**src/rtl/tar_pkg.sv**
```systemverilog
package tar_pkg;

    localparam int YEAR_W  = 12;
    localparam int MONTH_W = 4;
    localparam int DAY_W   = 5;
    localparam int WDAY_W  = 3;
    localparam int HOUR_W  = 5;
    localparam int BAND_W  = 2;

    localparam int IN_TDATA_W  = 32;
    localparam int OUT_TDATA_W = 8;

    // tariff bands
    localparam logic [BAND_W-1:0] BAND_PEAK     = 2'd1;
    localparam logic [BAND_W-1:0] BAND_SHOULDER = 2'd2;
    localparam logic [BAND_W-1:0] BAND_OFF      = 2'd3;

    localparam logic [WDAY_W-1:0] WD_SUNDAY   = 3'd0;
    localparam logic [WDAY_W-1:0] WD_SATURDAY = 3'd6;

    localparam logic [MONTH_W-1:0] MON_JAN = 4'd1;
    localparam logic [MONTH_W-1:0] MON_MAR = 4'd3;
    localparam logic [MONTH_W-1:0] MON_APR = 4'd4;
    localparam logic [MONTH_W-1:0] MON_MAY = 4'd5;
    localparam logic [MONTH_W-1:0] MON_JUN = 4'd6;
    localparam logic [MONTH_W-1:0] MON_AUG = 4'd8;
    localparam logic [MONTH_W-1:0] MON_NOV = 4'd11;
    localparam logic [MONTH_W-1:0] MON_DEC = 4'd12;

    // reciprocal multipliers: y/100 = (y*5243)>>19, y/19 = (y*3450)>>16,
    // t/30 = (t*547)>>14, u/7 = (u*147)>>10, x/3 = (x*43)>>7 over their ranges
    localparam int Q100_MUL = 5243;
    localparam int Q19_MUL  = 3450;
    localparam int Q30_MUL  = 547;
    localparam int Q7_MUL   = 147;
    localparam int Q3_MUL   = 43;

    // timestamp fields that ride alongside the computus
    typedef struct packed {
        logic [MONTH_W-1:0] month;
        logic [DAY_W-1:0]   day;
        logic [WDAY_W-1:0]  weekday;
        logic [HOUR_W-1:0]  hour;
    } ctx_t;

    // Easter Monday: march or april, and day of month
    typedef struct packed {
        logic             april;
        logic [DAY_W-1:0] day;
    } easter_t;

    function automatic logic fixed_holiday(input logic [MONTH_W-1:0] mon,
                                           input logic [DAY_W-1:0]   dd);
        fixed_holiday = (mon == MON_JAN && (dd == 5'd1 || dd == 5'd6)) ||
                        (mon == MON_APR && dd == 5'd25) ||
                        (mon == MON_MAY && dd == 5'd1)  ||
                        (mon == MON_JUN && dd == 5'd2)  ||
                        (mon == MON_AUG && dd == 5'd15) ||
                        (mon == MON_NOV && dd == 5'd1)  ||
                        (mon == MON_DEC && (dd == 5'd8 || dd == 5'd25 || dd == 5'd26));
    endfunction

endpackage

```
**src/rtl/tariff_time_band_classifier.sv**
```systemverilog
// Time-of-use tariff band classifier.
// Input stream s_*: one beat per local timestamp (year, month, day, weekday,
// hour). Output stream m_*: one beat per input beat, in order, carrying the
// tariff band (1 peak, 2 shoulder, 3 off-peak) and the holiday flag.
// Holidays are the ten fixed dates plus Easter Monday, found per beat with
// the Gregorian computus spread over five register stages, followed by the
// output register that holds the band and flag.
// Throughput: one beat per cycle while m_tready is high; every stage holds one beat and advances
// when it is empty or the stage after it moves.
// Stall: while m_tready is low the pipeline fills up; s_tready drops only
// once all six stages hold a beat. Nothing is dropped or repeated.
// Reset: rst_n clears all stage valid bits; no beat is pending afterward
// and s_tready is high in the first cycle after reset.
module tariff_time_band_classifier (
    input  logic                                clk,
    input  logic                                rst_n,
    input  logic                                s_tvalid,
    output logic                                s_tready,
    // year[11:0], month[15:12], day_of_month[20:16], weekday[23:21], hour[28:24]
    input  logic [tar_pkg::IN_TDATA_W-1:0]      s_tdata,
    output logic                                m_tvalid,
    input  logic                                m_tready,
    // band[1:0], holiday[2]
    output logic [tar_pkg::OUT_TDATA_W-1:0]     m_tdata
);
    import tar_pkg::*;

    ctx_t              in_ctx;
    ctx_t              mid_ctx;
    easter_t           mid_easter;
    logic              mid_valid;
    logic              mid_ready;
    logic [BAND_W-1:0] band;
    logic              holiday;

    assign in_ctx.month   = s_tdata[15:12];
    assign in_ctx.day     = s_tdata[20:16];
    assign in_ctx.weekday = s_tdata[23:21];
    assign in_ctx.hour    = s_tdata[28:24];

    tar_easter u_easter (
        .clk        (clk),
        .rst_n      (rst_n),
        .in_valid   (s_tvalid),
        .in_ready   (s_tready),
        .year       (s_tdata[YEAR_W-1:0]),
        .in_ctx     (in_ctx),
        .out_valid  (mid_valid),
        .out_ready  (mid_ready),
        .out_ctx    (mid_ctx),
        .out_easter (mid_easter)
    );

    tar_classify u_classify (
        .clk       (clk),
        .rst_n     (rst_n),
        .in_valid  (mid_valid),
        .in_ready  (mid_ready),
        .in_ctx    (mid_ctx),
        .in_easter (mid_easter),
        .out_valid (m_tvalid),
        .out_ready (m_tready),
        .band      (band),
        .holiday   (holiday)
    );

    assign m_tdata = {{(OUT_TDATA_W - BAND_W - 1){1'b0}}, holiday, band};

endmodule

```
**src/rtl/tar_easter.sv**
```systemverilog
module tar_easter (
    input  logic                      clk,
    input  logic                      rst_n,
    input  logic                      in_valid,
    output logic                      in_ready,
    input  logic [tar_pkg::YEAR_W-1:0] year,
    input  tar_pkg::ctx_t             in_ctx,
    output logic                      out_valid,
    input  logic                      out_ready,
    output tar_pkg::ctx_t             out_ctx,
    output tar_pkg::easter_t          out_easter
);
    import tar_pkg::*;

    localparam int STAGES = 5;

    logic [STAGES-1:0] v_reg;
    logic [STAGES-1:0] vin;
    logic [STAGES:0]   rdy;
    ctx_t              ctx_reg [STAGES];

    // stage 1
    logic [24:0] p100;
    logic [23:0] p19;
    logic [YEAR_W-1:0] y1_reg;
    logic [5:0]  q100_reg;
    logic [7:0]  q19_reg;

    // stage 2
    logic [11:0] c_full;
    logic [11:0] a_full;
    logic [6:0]  c;
    logic        f;
    logic [5:0]  g_arg;
    logic [11:0] g_prod;
    logic [6:0]  ub_next;
    logic [4:0]  a2_reg;
    logic [5:0]  b2_reg;
    logic [3:0]  d2_reg;
    logic [3:0]  g2_reg;
    logic [6:0]  ub2_reg;

    // stage 3
    logic [8:0]  t;
    logic [17:0] p30;
    logic [8:0]  h_full;
    logic [4:0]  a3_reg;
    logic [4:0]  h3_reg;
    logic [6:0]  ub3_reg;

    // stage 4
    logic [6:0]  u;
    logic [13:0] p7;
    logic [6:0]  l_full;
    logic [4:0]  a4_reg;
    logic [4:0]  h4_reg;
    logic [2:0]  l4_reg;

    // stage 5
    logic [8:0]  msum;
    logic        m;
    logic [7:0]  s;
    logic        april_s;
    logic [7:0]  sdm;
    easter_t     easter_next;
    easter_t     easter_reg;

    always_comb
    begin
        rdy[STAGES] = out_ready;
        for (int i = STAGES - 1; i >= 0; i--)
        begin
            rdy[i] = !v_reg[i] || rdy[i+1];
        end
    end

    assign vin = {v_reg[STAGES-2:0], in_valid};

    always_ff @(posedge clk or negedge rst_n)
    begin
        if (!rst_n)
        begin
            v_reg <= '0;
        end
        else
        begin
            for (int i = 0; i < STAGES; i++)
            begin
                if (rdy[i])
                begin
                    v_reg[i] <= vin[i];
                end
            end
        end
    end

    always_ff @(posedge clk)
    begin
        if (rdy[0])
        begin
            ctx_reg[0] <= in_ctx;
        end
        for (int i = 1; i < STAGES; i++)
        begin
            if (rdy[i])
            begin
                ctx_reg[i] <= ctx_reg[i-1];
            end
        end
    end

    // stage 1: quotients by 100 and 19
    assign p100 = 25'(year) * 25'(Q100_MUL);
    assign p19  = 24'(year) * 24'(Q19_MUL);

    always_ff @(posedge clk)
    begin
        if (rdy[0])
        begin
            y1_reg   <= year;
            q100_reg <= p100[24:19];
            q19_reg  <= p19[23:16];
        end
    end

    // stage 2: remainders, century terms
    assign c_full  = y1_reg - 12'(q100_reg) * 12'd100;
    assign a_full  = y1_reg - 12'(q19_reg) * 12'd19;
    assign c       = c_full[6:0];
    assign f       = (q100_reg >= 6'd17);
    assign g_arg   = q100_reg - 6'(f) + 6'd1;
    assign g_prod  = 12'(g_arg) * 12'(Q3_MUL);
    // 32 + 2e + 2i - k
    assign ub_next = 7'd32 + {4'd0, q100_reg[1:0], 1'b0} + {1'b0, c[6:2], 1'b0}
                   - 7'(c[1:0]);

    always_ff @(posedge clk)
    begin
        if (rdy[1])
        begin
            a2_reg  <= a_full[4:0];
            b2_reg  <= q100_reg;
            d2_reg  <= q100_reg[5:2];
            g2_reg  <= g_prod[10:7];
            ub2_reg <= ub_next;
        end
    end

    // stage 3: epact term h
    assign t      = 9'(a2_reg) * 9'd19 + 9'(b2_reg) - 9'(d2_reg) - 9'(g2_reg) + 9'd15;
    assign p30    = 18'(t) * 18'(Q30_MUL);
    assign h_full = t - 9'(p30[17:14]) * 9'd30;

    always_ff @(posedge clk)
    begin
        if (rdy[2])
        begin
            a3_reg  <= a2_reg;
            h3_reg  <= h_full[4:0];
            ub3_reg <= ub2_reg;
        end
    end

    // stage 4: weekday offset l
    assign u      = ub3_reg - 7'(h3_reg);
    assign p7     = 14'(u) * 14'(Q7_MUL);
    assign l_full = u - 7'(p7[13:10]) * 7'd7;

    always_ff @(posedge clk)
    begin
        if (rdy[3])
        begin
            a4_reg <= a3_reg;
            h4_reg <= h3_reg;
            l4_reg <= l_full[2:0];
        end
    end

    // stage 5: Easter Sunday, then one day on
    assign msum    = 9'(a4_reg) + 9'(h4_reg) * 9'd11 + 9'(l4_reg) * 9'd22;
    assign m       = (msum >= 9'd451);
    assign s       = 8'(h4_reg) + 8'(l4_reg) + 8'd114 - (m ? 8'd7 : 8'd0);
    assign april_s = (s >= 8'd124);
    assign sdm     = s - (april_s ? 8'd124 : 8'd93);

    always_comb
    begin
        if (!april_s && sdm == 8'd30)
        begin
            // Sunday on March 31
            easter_next.april = 1'b1;
            easter_next.day   = 5'd1;
        end
        else
        begin
            easter_next.april = april_s;
            easter_next.day   = sdm[4:0] + 5'd2;
        end
    end

    always_ff @(posedge clk)
    begin
        if (rdy[4])
        begin
            easter_reg <= easter_next;
        end
    end

    assign in_ready   = rdy[0];
    assign out_valid  = v_reg[STAGES-1];
    assign out_ctx    = ctx_reg[STAGES-1];
    assign out_easter = easter_reg;

endmodule

```
**src/rtl/tar_classify.sv**
```systemverilog
module tar_classify (
    input  logic                       clk,
    input  logic                       rst_n,
    input  logic                       in_valid,
    output logic                       in_ready,
    input  tar_pkg::ctx_t              in_ctx,
    input  tar_pkg::easter_t           in_easter,
    output logic                       out_valid,
    input  logic                       out_ready,
    output logic [tar_pkg::BAND_W-1:0] band,
    output logic                       holiday
);
    import tar_pkg::*;

    logic              valid_reg;
    logic              hol_next;
    logic              hol_reg;
    logic [BAND_W-1:0] band_next;
    logic [BAND_W-1:0] band_reg;
    logic [MONTH_W-1:0] easter_month;

    assign in_ready     = !valid_reg || out_ready;
    assign easter_month = in_easter.april ? MON_APR : MON_MAR;
    assign hol_next     = fixed_holiday(in_ctx.month, in_ctx.day) ||
                          (in_ctx.month == easter_month && in_ctx.day == in_easter.day);

    always_comb
    begin
        priority if (in_ctx.weekday == WD_SUNDAY || hol_next)
            band_next = BAND_OFF;
        else if (in_ctx.weekday == WD_SATURDAY)
            band_next = (in_ctx.hour >= 5'd7 && in_ctx.hour < 5'd23) ? BAND_SHOULDER : BAND_OFF;
        else if (in_ctx.hour >= 5'd8 && in_ctx.hour < 5'd19)
            band_next = BAND_PEAK;
        else if (in_ctx.hour == 5'd7 || (in_ctx.hour >= 5'd19 && in_ctx.hour < 5'd23))
            band_next = BAND_SHOULDER;
        else
            band_next = BAND_OFF;
    end

    always_ff @(posedge clk or negedge rst_n)
    begin
        if (!rst_n)
        begin
            valid_reg <= 1'b0;
        end
        else if (in_ready)
        begin
            valid_reg <= in_valid;
        end
    end

    always_ff @(posedge clk)
    begin
        if (in_ready && in_valid)
        begin
            band_reg <= band_next;
            hol_reg  <= hol_next;
        end
    end

    assign out_valid = valid_reg;
    assign band      = band_reg;
    assign holiday   = hol_reg;

endmodule

```
**config.mk**
```make
export PLATFORM = sky130hd
export DESIGN_NAME = tariff_time_band_classifier
export DESIGN_NICKNAME = d
export VERILOG_FILES = /design/src/rtl/tar_pkg.sv /design/src/rtl/tariff_time_band_classifier.sv /design/src/rtl/tar_easter.sv /design/src/rtl/tar_classify.sv
export SDC_FILE = /design/constraint.sdc
export NUM_CORES = 1
export LEC_CHECK = 0
export BUFFER_PORTS_ARGS = -buffer_cell sky130_fd_sc_hd__buf_2
export CAP_MARGIN = 20
export CORE_MARGIN = 2
export CORE_UTILIZATION = 45
export CTS_BUF_LIST = sky130_fd_sc_hd__clkbuf_4
export CTS_CLUSTER_SIZE = 8
export DETAILED_ROUTE_END_ITERATION = 6
export REMOVE_ABC_BUFFERS = 1
export SLEW_MARGIN = 15
export SYNTH_ARGS = -nofsm -noshare
export SYNTH_HDL_FRONTEND = slang
export SYNTH_SLANG_ARGS = --single-unit
```
**constraint.sdc**
```tcl
create_clock -name clk -period 19.15 [get_ports clk]
set_clock_uncertainty 0.05 [all_clocks]
set_input_delay 0.9575 -clock clk [delete_from_list [all_inputs] [get_ports clk]]
set_output_delay 0.9575 -clock clk [all_outputs]
set_load 0.005 [all_outputs]
```
**Word level (Yosys, flattened, before mapping)**

Memory sizes are Yosys's and may differ from the RTL's.
Index checks and enable logic that the tools add are counted.

- Reductions and logical operators: 39
- Equal/unequal tests: 19
- Multiplexer cells: 17
- $add $sub $neg: 21
- $lt $le $gt $ge: 8
- Multipliers: 12

Operators with widths:

| cell | count |
|---|---|
| $mul A12 B13 Y25 const B | 1 |
| $mul A12 B11 Y23 const B | 1 |
| $logic_or A1 B1 Y1 | 18 |
| $mul A9 B10 Y18 const B | 1 |
| $sub A9 B4 Y9 | 2 |
| $sub A8 B8 Y8 | 2 |
| $mul A7 B8 Y14 const B | 1 |
| $logic_and A1 B1 Y1 | 13 |
| $eq A4 B3 Y1 const B | 3 |
| $eq A4 B4 Y1 const B | 3 |
| $mux W1 | 12 |
| $mul A6 B6 Y11 const B | 1 |
| $eq A5 B3 Y1 const B | 2 |
| $eq A5 B4 Y1 const B | 2 |
| $eq A5 B5 Y1 const B | 2 |
| $lt A5 B5 Y1 const B | 2 |
| $sub A5 B5 Y5 | 2 |
| $add A5 B9 Y9 | 1 |
| $add A9 B4 Y9 const B | 1 |
| $add A9 B6 Y9 | 1 |
| $add A9 B8 Y9 | 1 |
| $ge A9 B9 Y1 const B | 1 |
| $mul A5 B4 Y9 const B | 1 |
| $mul A5 B5 Y9 const B | 1 |
| 33 further kinds | 41 |

- Input bits: 36
- Memories kept: 1
- RAM bits: 85
- Logic and storage cells: 141
- Register bits after elaboration: 92

Memory list:

| memory | depth | width | rd ports | clocked after memory_dff | write ports | RTL line | text |
|---|---|---|---|---|---|---|---|
| u_easter.ctx_reg | 5 | 17 | 5 | 0 | 5 | tar_easter.sv:20 | `ctx_t ctx_reg [STAGES];` |

**Depth between registers and ports, before layout**

An unclocked memory read counts as a cell.

- Word-level depth: 12
- Gate-level depth with buffers: 35
- Mapped depth without buffers: 35

**By module**

A second synthesis with hierarchy kept.

- Cells, all modules: 1,354
- Area, all modules: 16,118.0 um^2

By module, submodules not included:

| module | cells each | sequential area each (um^2) | area each (um^2) | instances |
|---|---|---|---|---|
| tar_easter | 1,291 | 4,959.8 | 15,573.7 | 1 |
| tar_classify | 56 | 115.1 | 495.5 | 1 |
| tariff_time_band_classifier | 7 | 0.0 | 48.8 | 1 |

**Worst setup path after synthesis**

Ideal clock, no wire load.

- Path kind: flip-flop to flip-flop
- Start: reg u_easter.d2_reg[2]
- End: reg u_easter.h3_reg[4], data pin
- Library setup time: 260 ps
- Setup slack: 11,507 ps
- Arrival time: 7,333 ps
- Clock period less this slack: 7,643 ps
- Cell stages (with the launch flop): 35
- Path buffers: 0
- Cells stage by stage: edfxtp_1 -> inv_1 -> ha_1 -> inv_1 -> fa_1 -> inv_1 -> fa_1 -> inv_1 -> fa_1 -> inv_1 -> ha_1 -> fa_1 -> a21o_1 -> a21oi_1 -> xnor2_1 -> ha_1 -> inv_1 -> fa_1 -> fa_1 -> inv_1 -> ha_1 -> nand4b_1 -> o211ai_1 -> a21oi_1 -> o21ai_1 -> nand2_1 -> xor2_1 -> ha_1 -> xor2_1 -> xnor2_1 -> ha_1 -> a21oi_1 -> xor2_1 -> xnor2_1 -> xnor2_1

- Cells in the longest elaborated chain, start to end: 6

RTL lines:

| what | RTL line | text |
|---|---|---|
| start, declared | tar_easter.sv:39 | `logic [3:0] d2_reg;` |
| start signal, assigned | tar_easter.sv:143 | `d2_reg <= q100_reg[5:2];` |
| $sub A9 B4 Y9 * (2 in a row) | tar_easter.sv:150 | `assign t = 9'(a2_reg) * 9'd19 + 9'(b2_reg) - 9'(d2_reg) - 9'(g2_reg) + 9'd15;` |
| $add A9 B4 Y9 * | tar_easter.sv:150 |  |
| $mul A9 B10 Y18 | tar_easter.sv:151 | `assign p30 = 18'(t) * 18'(Q30_MUL);` |
| $mul A4 B1 Y4 | tar_easter.sv:152 | `assign h_full = t - 9'(p30[17:14]) * 9'd30;` |
| $sub A5 B5 Y5 * | tar_easter.sv:152 |  |
| net u_easter.h_full[4] | tar_easter.sv:46 | `logic [8:0] h_full;` |
| end signal, assigned | tar_easter.sv:159 | `h3_reg <= h_full[4:0];` |
| end, declared | tar_easter.sv:48 | `logic [4:0] h3_reg;` |

The timed path passes the listed nets; every way through them passes the cells marked *.
A chain may end at the register's enable or synchronous reset.

**Worst setup path after layout**

Same ends and word-level chain as after synthesis.

==> results.md <==
- After detailed routing, the number of vias per cell comes to just under 5.
- In this design, the critical path's most frequently occurring cell is sky130_fd_sc_hd__inv_1.
- The final-layout setup total negative slack is 0 ns.
- The number of global-route vias before repair is roughly 9,500.
- The startpoint class of the critical path is a flip-flop.
- The fraction of registers with async set/reset is around 3.5%.
- The pin count of the biggest net entering global routing is 41.
- Cells fill slightly below 50% of the core in the end.
- The tightest slew margin relative to the limit is 40.0%.
- The per-instance average area after synthesis is 11.6 sq um.
- The root buffer cell chosen for the clock tree is sky130_fd_sc_hd__clkbuf_4.
- The number of buffers created by CTS is 17.
- Summing all placed instances gives a cell area of between 15,000 and 20,000 sq um.
- The minimum clock period is roughly 8 ns.
- The number of port buffers is 37.
- The post-detailed-placement half-perimeter wirelength is roughly 22,000 microns.
- The synthesized instance count is around 1,400.
- Of the synthesized area, sequential elements account for 31.5%.
- The floorplan step defined a die boundary enclosing 37,300 sq um.
- TritonCTS built the clock tree.
- The final weighted congestion in routability-driven placement is 0.815.
- The area growth from synthesis to layout is 6.30%.
- The number of nets with antenna violations after detailed routing is 0.
- The count of unresolved DRC violations after routing is 0.
- The total of cells resized after clock tree synthesis is 0.
- Counting along the longest clock path gives a buffer depth of 2.
- The cell family contributing the most delay on the critical path is adder cells.
- In the global route stage, overall resource usage came out at between 10 and 15%.
- The slew at the pin closest to its max-slew limit is ~0.9 ns.
- Setup repair after global routing left no endpoint under its margin.
- The library cell used most frequently in the layout, excluding fill and tap cells, is sky130_fd_sc_hd__inv_1.
- The initialized floorplan defines 69 standard-cell rows.
- Of the available clock period, the critical path in the final layout requires between 40% and 50%.
- In this run the post-CTS setup repair buffer count came out at 0.
- Clock-pin slew was measured on the worst setup and hold paths at 0.16 ns.
- During synthesis, Yosys emitted a total of 0 warnings.
- The maximum single-stage delay on the critical path is 0.55 ns.
- The wire length of the first global-routing pass is roughly 45,000 microns.
- The number of flip-flops under the largest register name is 85.
- With fillers left out, the area of the finished cells amounts to ~17,000 sq um.
- CTS built an H-tree with a depth of 4.
- The cell area after technology mapping is between 15,000 and 20,000 sq um.
- The number of antenna violations at the first check in global routing is 1.
- The floorplan step defined a core boundary enclosing ~35,000 sq um.
- The top cell types in the final layout, fill and taps aside, are sky130_fd_sc_hd__inv_1, sky130_fd_sc_hd__ha_1, sky130_fd_sc_hd__edfxtp_1.
- The run finished with clean final reports.
- The routed layout has 9,244 vias.
- The starting density of the core is a little under half.
- The number of synthesized flops with an enable pin is around 160.
- The total congestion overflow after global routing is 0.
- The master of the slowest instance on the critical path is sky130_fd_sc_hd__fa_1.
- The number of hold-slack violations in the final timing report is 0.
- In the final routed layout, each cell accounts on average for about 14 microns.
- For this design, the sink count on the clock tree is 170.
- The min-delay analysis places its worst path in the category in -> async.
- The count of cell types in the netlist is between 60 and 70.
- In this run, synthesis produced a sequential element count of 170.
- In the synthesized netlist the dominant register cell turns out to be sky130_fd_sc_hd__edfxtp_1.
- The number of max-slew violations in the final report is 0.
- For this design, the CTS-stage hold fixing added 0 buffers.
- The clock latency of the later-clocked register in the worst-skew pair is roughly 0.56 ns.
- The biggest fanout along the worst timing path is 4.
- The start-to-end type of the worst setup path is reg -> reg.
- The sort of element at the end of the critical path is a flip-flop.
- The net count of the finished layout is 1,943.
- Data on the critical path is required at its endpoint by around 19 ns.
- The share of layout cells above drive strength 1 is between 5 and 6%.
- The number of buffers and inverters on the critical path is 8.
- The number of maximum-capacitance constraint violations is 0.
- During I/O placement, the number of pins put on the boundary was between 40 and 50.
- The length of the first detailed-routing pass in iterations is 4.
- The total setup violations reported at the end of the flow is 0.
- The detailed router finished its first iteration with between 300 and 400 violations.
- Data on the critical path arrives at its endpoint at around 8.5 ns.
- The highest clock rate is 122 MHz.
- The floorplan die height is between 150 and 200 microns.
- The overall routed net length is 25,900 microns.
- The chip width is between 150 and 200 microns.
-- cells in the mapped netlist, types with 3 or more instances --
| library cell | instances | area [sq um] |
|---|---|---|
| sky130_fd_sc_hd__nand3_1 | 18 | 90.1 |
| sky130_fd_sc_hd__o21bai_1 | 6 | 45.0 |
| sky130_fd_sc_hd__o21a_1 | 4 | 30.0 |
| sky130_fd_sc_hd__nor3_1 | 13 | 65.1 |
| sky130_fd_sc_hd__o21ai_0 | 17 | 85.1 |
| sky130_fd_sc_hd__nand3b_1 | 3 | 22.5 |
| sky130_fd_sc_hd__or4_1 | 3 | 22.5 |
| sky130_fd_sc_hd__nand2b_1 | 16 | 100 |
| sky130_fd_sc_hd__nor4_1 | 3 | 18.8 |
| sky130_fd_sc_hd__nand4_1 | 7 | 43.8 |
| sky130_fd_sc_hd__xor2_1 | 27 | 236 |
| sky130_fd_sc_hd__a211oi_1 | 4 | 30.0 |
| sky130_fd_sc_hd__mux2i_1 | 5 | 50.1 |
| sky130_fd_sc_hd__ha_1 | 329 | 4120 |
| sky130_fd_sc_hd__a21oi_1 | 39 | 195 |
| sky130_fd_sc_hd__nand4b_1 | 5 | 43.8 |
| sky130_fd_sc_hd__edfxtp_1 | 164 | 4920 |
| sky130_fd_sc_hd__clkbuf_1 | 7 | 26.3 |
| sky130_fd_sc_hd__a21o_1 | 20 | 150 |
| sky130_fd_sc_hd__and3_1 | 8 | 50.1 |
| sky130_fd_sc_hd__buf_4 | 6 | 45.0 |
| sky130_fd_sc_hd__o31ai_1 | 6 | 45.0 |
| sky130_fd_sc_hd__nand2_1 | 18 | 67.6 |
| sky130_fd_sc_hd__nor2_1 | 22 | 82.6 |
| sky130_fd_sc_hd__dfrtp_1 | 6 | 150 |
| sky130_fd_sc_hd__or2_2 | 6 | 37.5 |
| sky130_fd_sc_hd__nor2b_1 | 11 | 68.8 |
| sky130_fd_sc_hd__inv_1 | 340 | 1280 |
| sky130_fd_sc_hd__fa_1 | 146 | 2920 |
| sky130_fd_sc_hd__xnor2_1 | 66 | 578 |
| sky130_fd_sc_hd__a2111oi_0 | 3 | 26.3 |
| sky130_fd_sc_hd__o211ai_1 | 8 | 60.1 |
| sky130_fd_sc_hd__a31oi_1 | 7 | 43.8 |
| sky130_fd_sc_hd__and2_1 | 4 | 25.0 |
| sky130_fd_sc_hd__or3_1 | 4 | 25.0 |
-- metrics by stage --
stage               instances  setup slack [ns]  hold WS (ns)
global placement         1874             10.90         0.351
floorplan                1373             11.51         0.350
finish                   1907             10.93         0.129
global route             1907             10.34        0.0793
CTS                      1906             10.79        0.0879
detailed placement       1874             10.85         0.355
-- worst paths after layout --
| kind | endpoint | cells past startpoint | startpoint | slack (ns) |
|---|---|---|---|---|
| setup reg to reg | u_easter.h3_reg[4] | 34 | u_easter.d2_reg[2] | 10.93 |
| hold / removal | u_classify.out_valid | 1 | rst_n | 0.13 |
| hold reg to reg | u_easter.ctx_reg[0][37] | 0 | u_easter.ctx_reg[0][20] | 0.37 |
| setup / recovery | u_easter.h3_reg[4] | 34 | u_easter.d2_reg[2] | 10.93 |
| min in group clk | u_easter.ctx_reg[0][37] | 0 | u_easter.ctx_reg[0][20] | 0.37 |
| max in group asynchronous | u_easter.v_reg[0] | 1 | rst_n | 18.75 |
-- area by class of cell --
| cell class | count | area, sq um |
|---|---|---|
| Timing Repair Buffer | 40 | 208 |
| Multi-Input combinational cell | 863 | 9700 |
| Fill cell | 3249 | 18300 |
| Sequential cell | 170 | 5070 |
| Clock buffer | 17 | 128 |
| Inverter | 340 | 1280 |
| Tap cell | 461 | 577 |
| Antenna cell | 1 | 2.50 |
| Clock inverter | 15 | 156 |
-- metal layers --
layer / GRT usage (%) / part of all wire (%)
met3: 1.73 / 1.5
met5: 0 / 0
met4: 3.34 / 0.97
met2: 25.5 / 50
met1: 19.7 / 47
-- logic make-up (layout without fill, tap and decap cells) --
group	Yosys count	in the layout	share of synthesized area, %
xor gates and xnor gates	95	95	5.30
other	1	6	0.0233
muxes	6	6	0.381
buffers and inverters	354	412	8.39
adders and majority gates	475	475	43.7
and+or+nand+nor	147	147	5.06
AOI/OAI and AO/OA	135	135	5.65
DFF	170	170	31.5
Power is not shown: default switching activity piles up to over one toggle a cycle in this logic, so the estimate is an artifact.
